### src/rtl/sbsh_pkg.sv
`timescale 1ns / 1ps
`default_nettype none

package sbsh_pkg;

   localparam int unsigned BLOCK_BYTES = 64;
   localparam int unsigned LEN_START   = 56;
   localparam int unsigned ROUNDS      = 80;
   localparam int unsigned HASH_WORDS  = 5;

   localparam logic [1:0] OP_START  = 2'd0;
   localparam logic [1:0] OP_ABSORB = 2'd1;
   localparam logic [1:0] OP_FINISH = 2'd2;

   localparam logic [7:0] PAD_BYTE = 8'h80;

   // index 0 is H0
   localparam logic [4:0][31:0] INIT_HASH = {
      32'hC3D2E1F0, 32'h10325476, 32'h98BADCFE, 32'hEFCDAB89, 32'h67452301
   };

   localparam logic [3:0][31:0] ROUND_K = {
      32'hCA62C1D6, 32'h8F1BBCDC, 32'h6ED9EBA1, 32'h5A827999
   };

   typedef enum logic [1:0] {
      SEL_DATA,
      SEL_PAD,
      SEL_ZERO,
      SEL_LEN
   } byte_sel_type;

   typedef struct packed {
      logic         init;       // load initial hash, clear length and count
      logic         shift;      // shift one byte into the block buffer
      byte_sel_type byte_sel;
      logic         count_len;  // add 8 to the bit length
      logic         load_work;  // a..e <= hash
      logic         round;      // one compression round
      logic [1:0]   round_grp;  // t / 20
      logic         add_hash;   // hash += a..e
      logic [2:0]   word_sel;   // digest word on the result port
   } cmd_type;

   typedef struct packed {
      logic full_next;  // byte count is 63
      logic at_len;     // byte count is 56
   } status_type;

endpackage

`default_nettype wire

### src/rtl/sbsh_datapath.sv
`timescale 1ns / 1ps
`default_nettype none

module sbsh_datapath (
   input  wire logic              clock,
   input  wire logic              reset,
   input  wire sbsh_pkg::cmd_type cmd,
   input  wire logic [7:0]        data_byte,
   output sbsh_pkg::status_type   status,
   output logic [31:0]            digest_word
);

   logic [511:0]      blk_ff, blk_in;
   logic [4:0][31:0]  hash_ff, hash_in;
   logic [4:0][31:0]  work_ff, work_in;
   logic [63:0]       len_ff, len_in;
   logic [5:0]        count_ff, count_in;

   logic [7:0]  byte_val;
   logic [7:0]  len_byte;
   logic [31:0] w0, w2, w8, w13, w_next, x;
   logic [31:0] a, b, c, d, e, f, tmp;

   // word j of the block sits at blk_ff[511-32j -: 32]
   assign w0  = blk_ff[511:480];
   assign w2  = blk_ff[447:416];
   assign w8  = blk_ff[255:224];
   assign w13 = blk_ff[95:64];
   assign x      = w13 ^ w8 ^ w2 ^ w0;
   assign w_next = {x[30:0], x[31]};

   assign len_byte = 8'(len_ff >> {~count_ff[2:0], 3'b000});

   always_comb begin
      case (cmd.byte_sel)
         sbsh_pkg::SEL_DATA: byte_val = data_byte;
         sbsh_pkg::SEL_PAD:  byte_val = sbsh_pkg::PAD_BYTE;
         sbsh_pkg::SEL_ZERO: byte_val = 8'h00;
         sbsh_pkg::SEL_LEN:  byte_val = len_byte;
         default:            byte_val = 8'h00;
      endcase
   end

   assign a = work_ff[0];
   assign b = work_ff[1];
   assign c = work_ff[2];
   assign d = work_ff[3];
   assign e = work_ff[4];

   always_comb begin
      case (cmd.round_grp)
         2'd0:    f = (b & c) | (~b & d);
         2'd2:    f = (b & c) | (b & d) | (c & d);
         default: f = b ^ c ^ d;
      endcase
   end

   assign tmp = {a[26:0], a[31:27]} + f + e + w0 + sbsh_pkg::ROUND_K[cmd.round_grp];

   always_comb begin
      blk_in   = blk_ff;
      hash_in  = hash_ff;
      work_in  = work_ff;
      len_in   = len_ff;
      count_in = count_ff;
      if (cmd.shift) begin
         blk_in   = {blk_ff[503:0], byte_val};
         count_in = count_ff + 6'd1;
      end
      if (cmd.count_len) begin
         len_in = len_ff + 64'd8;
      end
      if (cmd.load_work) begin
         work_in = hash_ff;
      end
      if (cmd.round) begin
         blk_in     = {blk_ff[479:0], w_next};
         work_in[4] = d;
         work_in[3] = c;
         work_in[2] = {b[1:0], b[31:2]};
         work_in[1] = a;
         work_in[0] = tmp;
      end
      if (cmd.add_hash) begin
         for (int i = 0; i < sbsh_pkg::HASH_WORDS; i++) begin
            hash_in[i] = hash_ff[i] + work_ff[i];
         end
      end
      if (cmd.init) begin
         hash_in  = sbsh_pkg::INIT_HASH;
         len_in   = '0;
         count_in = '0;
      end
   end

   always_ff @(posedge clock) begin
      blk_ff  <= blk_in;
      work_ff <= work_in;
      if (reset) begin
         hash_ff  <= sbsh_pkg::INIT_HASH;
         len_ff   <= '0;
         count_ff <= '0;
      end else begin
         hash_ff  <= hash_in;
         len_ff   <= len_in;
         count_ff <= count_in;
      end
   end

   assign status.full_next = (count_ff == 6'(sbsh_pkg::BLOCK_BYTES - 1));
   assign status.at_len    = (count_ff == 6'(sbsh_pkg::LEN_START));

   always_comb begin
      case (cmd.word_sel)
         3'd0:    digest_word = hash_ff[0];
         3'd1:    digest_word = hash_ff[1];
         3'd2:    digest_word = hash_ff[2];
         3'd3:    digest_word = hash_ff[3];
         default: digest_word = hash_ff[4];
      endcase
   end

endmodule

`default_nettype wire

### src/rtl/sbsh_ctrl.sv
`timescale 1ns / 1ps
`default_nettype none

module sbsh_ctrl (
   input  wire logic                 clock,
   input  wire logic                 reset,
   input  wire logic                 req_valid,
   output logic                      req_ready,
   input  wire logic [1:0]           req_op,
   output logic                      rsp_valid,
   input  wire logic                 rsp_ready,
   output logic                      rsp_digest_last,
   input  wire sbsh_pkg::status_type status,
   output sbsh_pkg::cmd_type         cmd
);

   typedef enum logic [2:0] {
      ST_IDLE,
      ST_PAD,
      ST_LEN,
      ST_LOAD,
      ST_ROUND,
      ST_ADD,
      ST_OUT
   } state_type;

   state_type  state_ff, ret_ff;
   logic [6:0] round_ff;
   logic [2:0] idx_ff;

   logic req_xfer, rsp_xfer, last_word;

   assign req_ready = (state_ff == ST_IDLE);
   assign req_xfer  = req_valid && req_ready;
   assign rsp_valid = (state_ff == ST_OUT);
   assign rsp_xfer  = rsp_valid && rsp_ready;
   assign last_word = (idx_ff == 3'(sbsh_pkg::HASH_WORDS - 1));
   assign rsp_digest_last = last_word;

   always_comb begin
      cmd = '0;
      cmd.byte_sel = sbsh_pkg::SEL_ZERO;
      cmd.word_sel = idx_ff;
      if (round_ff < 7'd20) begin
         cmd.round_grp = 2'd0;
      end else if (round_ff < 7'd40) begin
         cmd.round_grp = 2'd1;
      end else if (round_ff < 7'd60) begin
         cmd.round_grp = 2'd2;
      end else begin
         cmd.round_grp = 2'd3;
      end
      case (state_ff)
         ST_IDLE: begin
            if (req_xfer) begin
               case (req_op)
                  sbsh_pkg::OP_START: cmd.init = 1'b1;
                  sbsh_pkg::OP_ABSORB: begin
                     cmd.shift     = 1'b1;
                     cmd.byte_sel  = sbsh_pkg::SEL_DATA;
                     cmd.count_len = 1'b1;
                  end
                  sbsh_pkg::OP_FINISH: begin
                     cmd.shift    = 1'b1;
                     cmd.byte_sel = sbsh_pkg::SEL_PAD;
                  end
                  default: ;
               endcase
            end
         end
         ST_PAD: begin
            if (!status.at_len) begin
               cmd.shift = 1'b1;
            end
         end
         ST_LEN: begin
            cmd.shift    = 1'b1;
            cmd.byte_sel = sbsh_pkg::SEL_LEN;
         end
         ST_LOAD:  cmd.load_work = 1'b1;
         ST_ROUND: cmd.round     = 1'b1;
         ST_ADD:   cmd.add_hash  = 1'b1;
         ST_OUT: begin
            if (rsp_xfer && last_word) begin
               cmd.init = 1'b1;
            end
         end
         default: ;
      endcase
   end

   always_ff @(posedge clock) begin
      if (reset) begin
         state_ff <= ST_IDLE;
         ret_ff   <= ST_IDLE;
         round_ff <= '0;
         idx_ff   <= '0;
      end else begin
         case (state_ff)
            ST_IDLE: begin
               if (req_xfer) begin
                  if (req_op == sbsh_pkg::OP_ABSORB && status.full_next) begin
                     state_ff <= ST_LOAD;
                     ret_ff   <= ST_IDLE;
                  end else if (req_op == sbsh_pkg::OP_FINISH) begin
                     state_ff <= status.full_next ? ST_LOAD : ST_PAD;
                     ret_ff   <= ST_PAD;
                  end
               end
            end
            ST_PAD: begin
               if (status.at_len) begin
                  state_ff <= ST_LEN;
               end else if (status.full_next) begin
                  state_ff <= ST_LOAD;
                  ret_ff   <= ST_PAD;
               end
            end
            ST_LEN: begin
               if (status.full_next) begin
                  state_ff <= ST_LOAD;
                  ret_ff   <= ST_OUT;
               end
            end
            ST_LOAD: begin
               state_ff <= ST_ROUND;
               round_ff <= '0;
            end
            ST_ROUND: begin
               round_ff <= round_ff + 7'd1;
               if (round_ff == 7'(sbsh_pkg::ROUNDS - 1)) begin
                  state_ff <= ST_ADD;
               end
            end
            ST_ADD: state_ff <= ret_ff;
            ST_OUT: begin
               if (rsp_xfer) begin
                  if (last_word) begin
                     idx_ff   <= '0;
                     state_ff <= ST_IDLE;
                  end else begin
                     idx_ff <= idx_ff + 3'd1;
                  end
               end
            end
            default: state_ff <= ST_IDLE;
         endcase
      end
   end

endmodule

`default_nettype wire

### src/rtl/sha1_byte_stream_hasher.sv
`timescale 1ns / 1ps
`default_nettype none

// SHA-1 hasher fed one byte per transfer. op start resets the message, absorb appends
// req_data_byte, finish pads the message and returns the five digest words H0..H4 on
// the rsp channel, the fifth marked by rsp_digest_last; afterwards the block is back in
// the start state. Start and absorb complete in the cycle of their transfer, except that
// the 64th byte of a block triggers a compression (load, 80 rounds through the single
// round unit, hash update) during which input is held off. Finish shifts padding and
// length into the block buffer byte by byte and compresses one or two blocks before the
// first digest word is offered, then one transfer per word. Input is held off from
// finish until the last word leaves. The block buffer doubles as the rolling message
// schedule during compression.
module sha1_byte_stream_hasher (
   input  wire logic        clock,
   input  wire logic        reset,
   input  wire logic        req_valid,
   output logic             req_ready,
   input  wire logic [1:0]  req_op,
   input  wire logic [7:0]  req_data_byte,
   output logic             rsp_valid,
   input  wire logic        rsp_ready,
   output logic [31:0]      rsp_digest_word,
   output logic             rsp_digest_last
);

   sbsh_pkg::cmd_type    cmd;
   sbsh_pkg::status_type status;

   sbsh_ctrl u_ctrl (
      .clock           (clock),
      .reset           (reset),
      .req_valid       (req_valid),
      .req_ready       (req_ready),
      .req_op          (req_op),
      .rsp_valid       (rsp_valid),
      .rsp_ready       (rsp_ready),
      .rsp_digest_last (rsp_digest_last),
      .status          (status),
      .cmd             (cmd)
   );

   sbsh_datapath u_datapath (
      .clock       (clock),
      .reset       (reset),
      .cmd         (cmd),
      .data_byte   (req_data_byte),
      .status      (status),
      .digest_word (rsp_digest_word)
   );

endmodule

`default_nettype wire
### config.mk
export PLATFORM = sky130hd
export DESIGN_NAME = sha1_byte_stream_hasher
export DESIGN_NICKNAME = d
export VERILOG_FILES = /design/src/rtl/sbsh_pkg.sv /design/src/rtl/sbsh_datapath.sv /design/src/rtl/sbsh_ctrl.sv /design/src/rtl/sha1_byte_stream_hasher.sv
export SDC_FILE = /design/constraint.sdc
export NUM_CORES = 2
export LEC_CHECK = 0
export BUFFER_PORTS_ARGS = -buffer_cell sky130_fd_sc_hd__buf_2
export CAP_MARGIN = 20
export CORE_UTILIZATION = 33
export DETAILED_ROUTE_END_ITERATION = 16
export HOLD_SLACK_MARGIN = 0.15
export SLEW_MARGIN = 20
export SYNTH_ARGS = -nofsm -noshare
export SYNTH_HDL_FRONTEND = slang
export SYNTH_SLANG_ARGS = --single-unit
### constraint.sdc
create_clock -name clock -period 16.9 [get_ports clock]
set_input_delay 0.845 -clock clock [delete_from_list [all_inputs] [get_ports clock]]
set_output_delay 0.845 -clock clock [all_outputs]
set_load 0.02 [all_outputs]
# After elaboration in Yosys (flattened, before gate mapping)

Index checks and enable logic that the tools add are counted.

Register bits: 918
Input bits: 14
Output and inout bits: 35
Word-level logic and storage cells: 137

Add/sub/neg operators: 13
Order comparisons: 4
Equal/unequal tests: 27
Shift-type cells: 1
Muxes and demuxes: 44
Bitwise logic cells: 14
Reduce and logical (&&, ||, !) cells: 17

Operator list:

| operator                                                   | number |
|---|---|
| 2-to-1 mux 512 bit                                         | 2 |
| 2-to-1 mux 160 bit                                         | 2 |
| adder 32 bit                                               | 9 |
| bitwise XOR 32 bit                                         | 5 |
| AND 32 bit                                                 | 4 |
| case mux 32 bit (4 select lines)                           | 1 |
| OR 32 bit                                                  | 3 |
| adder 64 x 4 -> 64 bit, second input constant              | 1 |
| binary-select mux 32 bit (select 2 bit)                    | 1 |
| case mux 32 bit (2 select lines)                           | 1 |
| >> shifter 64 x 6 -> 8 bit                                 | 1 |
| 2-to-1 mux 3 bit                                           | 15 |
| 2-to-1 mux 32 bit                                          | 1 |
| NOT 32 bit                                                 | 1 |
| case mux 8 bit (4 select lines)                            | 1 |
| case mux 3 bit (7 select lines)                            | 1 |
| less-than comparator 7 x 6 -> 1 bit, second input constant | 2 |
| case mux 7 bit (2 select lines)                            | 1 |
| == test 3 x 2 -> 1 bit, second input constant              | 4 |
| == test 3 bit, second input constant                       | 4 |
| == test 6 bit, second input constant                       | 2 |
| 2-to-1 mux 1 bit                                           | 9 |
| case mux 3 bit (3 select lines)                            | 1 |
| == test 2 bit, second input constant                       | 4 |
| 27 further kinds                                           | 44 |

# Depth between registers and ports, before layout

Word-level depth: 11
Depth in mapped cells: 27
Gate-level depth less buffers: 24

# Modules after synthesis

From an unflattened synthesis, not the netlist that was laid out.

Cells, all modules: 4548
Area total of the unflattened synthesis: 53192.3 um^2

By module, submodules not included:

| module        | times used | cells each | area each (um^2) | seq. area each (um^2) |
|---|---|---|---|---|
| sbsh_datapath | 1          | 4412       | 52198.8          | 24723.7 |
| sbsh_ctrl     | 1          | 136        | 993.5            | 300.3 |

# Least setup slack after synthesis

Ideal clock, no wire load.

Path type: register -> register
Start point: register u_datapath.count_ff[0]
End point: register u_datapath.blk_ff[0] (enable)
Setup time: 972 ps
Arrival time: 14390 ps
Data required time: 15928 ps
Setup slack: 1538 ps
Cell stages (with the launch flop): 10
Path buffers: 2
Period minus slack after synthesis: 15362 ps
Cells stage by stage: dfxtp_1 -> clkbuf_1 -> clkbuf_1 -> inv_1 -> ha_1 -> nor3b_1 -> nor3_1 -> a21oi_1 -> o21ai_1 -> nand2b_1

Longest elaborated chain between the ends: 4

Ends and longest elaborated chain:

| what                            | RTL line             | RTL |
|---|---|---|
| start: declaration              | sbsh_datapath.sv:17  | `logic [5:0] count_ff, count_in;` |
| start signal: assignment        | sbsh_datapath.sv:106 | `count_ff <= count_in;` |
| == test 6 bit                   | sbsh_datapath.sv:111 | `assign status.at_len = (count_ff == 6'(sbsh_pkg::LEN_START));` |
| 2-to-1 mux 1 bit                | sbsh_ctrl.sv:72      | `if (!status.at_len) begin` |
| case mux 1 bit (3 select lines) | sbsh_ctrl.sv:53      | `case (state_ff)` |
| nonzero test 2 bit (no line)    | -                    |  |
| end signal: assignment          | sbsh_datapath.sv:97  | `blk_ff <= blk_in;` |
| end: declaration                | sbsh_datapath.sv:13  | `logic [511:0] blk_ff, blk_in;` |

Every way passes these cells.
A chain may end at the register's enable or synchronous reset.

==> results by group <==
Timing
  • Final period utilization: 0.4147
  • Setup violators final: 0
  • Fin crit period: approximately 7.0 ns
  • Tightest Pin Transition: 1.098 ns
  • RSZ-0062 raised after global routing: no
  • Hold WS: a little under 0.5 ns
  • F_max: 0.1427 GHz
  • Final WS setup: between 9 and 10 ns
  • Clock Skew: 0.03369 ns
  • Final hold vios: 0
  • Slew margin rel.: 0.2677
  • TNS Setup: 0 ns
  • Slew Limit Fails: 0

Clock tree
  • CTS Buf Count: just under 100
  • Setup bufs post-CTS: 0
  • CTS Buffer Depth: 3
  • Hold buffer count at cts: 0
  • Reg clk slew, reported paths: 0.06 ns
  • CTS tree: yes
  • H-tree depth: 3
  • Clock Latency Late Sink: 0.73 ns
  • Root buf cell: clkbuf_16
  • Clock sinks: 914
  • CTS resizes: 0

Synthesis
  • Post-synth ARST share: 0
  • Syn_nets: 6179
  • Top_reg_cell synth: edfxtp_1
  • Sequential fraction of the synthesis area: 0.4755
  • Synth Area per Inst: about 9 sq um
  • YS warnings: 0
  • Mapped Cells: 5836
  • EDFF count, synth: roughly 670
  • FF+latch count, synth: 914
  • Synth unique cells: between 80 and 90
  • Post-Syn Area: 52630 sq um

Global routing
  • Largest net degree at the start of global routing: 242
  • Gr usage total: 0.1764
  • Global route overflow: 0
  • First-pass GRT wire length: between 200000 and 250000 um
  • Vias in the first global route: 38.74k
  • Antenna violations before repair: 0

Detailed routing
  • Antenna Violating Nets Remaining: 0
  • Initial DRT Pass Iterations: 6
  • DR vias: just over 40k
  • Met3 WL: between 8000 and 9000 um
  • Drt wl/cell: ~18 um
  • Vias/cell: 5.153
  • Initial DRC count: 3854
  • Top routing layer in use: met4
  • Metal-1 WL: 67580 um
  • Routed wire length: 144900 um
  • Routed length on met2: 65010 um
  • DRC viols: 0

Setup path
  • Worst endpoint data arrival time: approximately 7.6 ns
  • Slowest stage delay, CP: about 0.77 ns
  • Crit-path slowest cell: clkinv_1
  • CP required: 17.48 ns
  • CP delay by family, top: compound AO/OA/AOI/OAI gates
  • Critical path buffer and inverter count: 5
  • Startpoint types: flip-flop
  • Setup CP Type: reg -> reg
  • Crit end category: flip-flop
  • Maximum fanout along the worst path: 27

Die
  • Core ar.: about 160000 sq um
  • Die Span Y: ~400 um
  • Row Count: roughly 150
  • Die ar.: 161100 sq um
  • Die span in x: 401.4 um
  • Starting Density: 0.3323
  • I/O pin count: 49

Place
  • DP Cell Count: 7731
  • Pre-CTS setup slack: 9.978 ns
  • Placed Area: 54900 sq um
  • I/O Buffers: 48
  • Dpl hpwl: just over 100000 um
  • Placer congestion estimate: 0.9313

Power and ir drop
  • Tot Pwr: 5.120 mW
  • Power Dens Cells: 88.16 nW/um^2
  • Leak Pwr: 23.90 nW
  • VDD IR max: 87.27 uV

Final layout
  • Fillers: roughly 16k
  • Final #Nets: approximately 6.1k
  • Area of the multi-input gates: 25690 sq um
  • Register Area: 25020 sq um
  • Post-Layout Cell Count: 7911
  • Synth-to-Final Area Change: 10.34%
  • Share of cells above drive strength 1: 0.05138
  • Antenna cell count: 0
  • Post-route cell area: 58070 sq um
  • Final core occ: 0.3666

Min path
  • Hold Crit Class: reg -> reg

Flow run
  • Max-Cap Viols: 0

Outcome
  • Status: finished, final reports clean
==> routing by layer <==
metal  up-vias  track usage
met5         -            0
met4         0      0.05088
met3       217      0.02418
met2      1145       0.2761
met1     19730       0.2530
li1      19680            -
==> kinds of logic (layout without fill, tap and decap cells) <==
kind of cell    after synthesis  in the layout  share of synthesized area
simple gates               2742           2742                     0.2122
compound gates              976            976                     0.1155
flops                       914            914                     0.4755
buf+inv                     524            527                    0.03766
fa+ha+maj                   329            329                    0.09605
xor+xnor                    289            289                    0.04809
mux                          62             62                    0.01500
==> cells in the mapped netlist (all sizes together) (6+ instances only) <==
master	number	share of area
nand3	74	0.0071
or4	7	0.0010
a21o	82	0.012
xor2	116	0.019
a31oi	68	0.0081
o31a	6	0.0010
o211ai	56	0.0080
nand2b	28	0.0033
nor3	51	0.0053
nor2	253	0.019
edfxtp	672	0.38
o31ai	7	0.0010
o221ai	10	0.0017
dfxtp	242	0.092
a21boi	8	0.0011
a221oi	8	0.0013
xnor2	173	0.029
nor2b	32	0.0038
or2	6	0.00071
fa	125	0.048
o21bai	21	0.0030
a211oi	33	0.0047
mux2i	44	0.0084
nor3b	10	0.0014
and2	13	0.0015
or3	42	0.0051
o21ai	276	0.026
mux4	13	0.0056
nand4	34	0.0046
and3	31	0.0037
o21a	26	0.0037
and4	6	0.0010
o311ai	7	0.0013
clkbuf	252	0.018
a21oi	246	0.023
inv	255	0.018
ha	204	0.048
nand2	2141	0.15
buf	16	0.0014
a22oi	73	0.010
==> final timing paths <==
kind | endpoint | cells past startpoint | startpoint | slack, ns
worst max register to register | u_datapath.a[30]$_DFFE_PP_ | 25 | u_ctrl.round_ff[3]$_SDFFE_PP0P_ | 9.89
worst min-delay path | u_datapath.hash_ff[109]$_SDFFE_PP0N_ | 2 | u_datapath.hash_ff[109]$_SDFFE_PP0N_ | 0.49
worst max-delay path | u_datapath.a[30]$_DFFE_PP_ | 25 | u_ctrl.round_ff[3]$_SDFFE_PP0P_ | 9.89
worst min register to register | u_datapath.hash_ff[109]$_SDFFE_PP0N_ | 2 | u_datapath.hash_ff[109]$_SDFFE_PP0N_ | 0.49
==> where the power goes <==
group,switching [mW],internal (mW)
logic,0.221,0.119
registers,0.0750,2.56
clock network,0.963,1.18
total,1.26,3.86
==> cell usage in the layout (no fill, tap or decap), types with 27 or more instances in the layout <==
master,count
mux2i_1,44
a31oi_1,68
a211oi_1,33
nand2b_1,27
a21o_1,82
nor3_1,46
nand4_1,32
or3_1,40
edfxtp_1,672
o21ai_0,270
nand3_1,73
xnor2_1,173
buf_2,48
dfxtp_1,242
a21oi_1,245
nor2_1,249
and3_1,31
xor2_1,116
fa_1,125
ha_1,204
a22oi_1,73
nand2_1,2139
nor2b_1,29
o211ai_1,56
clkbuf_16,97
inv_1,254
buf_4,38
==> layout make-up <==
| cell class | instances | share of cell area |
|---|---|---|
| multi-input cells | 4398 | 0.4424 |
| clock inverters | 44 | 0.007735 |
| repair buffers | 91 | 0.01077 |
| well taps | 2072 | 0.04464 |
| clock buffers | 136 | 0.04691 |
| inverters | 256 | 0.01663 |
| flip-flops and latches | 914 | 0.4309 |
==> flip-flops by register name (all words and copies together), names as in the netlist <==
register and flops:
u_datapath.blk_ff 512, u_datapath.count_ff 6, u_ctrl.state_ff 3, u_datapath.e 32, u_datapath.len_ff 61, u_datapath.c 32, u_datapath.a 32, u_ctrl.round_ff 7
u_datapath.d 32, u_ctrl.ret_ff 2, u_datapath.hash_ff 160, u_datapath.b 32, u_ctrl.idx_ff 3
==> worst register-to-register path, cell delays in order (launching register included) <==
cell and delay [ns]:
dfxtp_1 0.49, or2_2 0.18, a211o_1 0.12, buf_4 0.22, clkinv_1 0.78, nand2_1 0.33
o21ai_0 0.15, nor2_1 0.12, a31oi_1 0.07, fa_1 0.54, inv_1 0.06, fa_1 0.50
inv_1 0.05, fa_1 0.50, inv_1 0.04, ha_1 0.30, o21a_1 0.15, a211oi_1 0.07
o21ai_0 0.35, a211oi_1 0.18, o21ai_1 0.34, a21oi_1 0.12, a211oi_1 0.46, o21ai_0 0.20
or4_1 0.48, nand3_1 0.09
(Power assumes the default switching activity.)
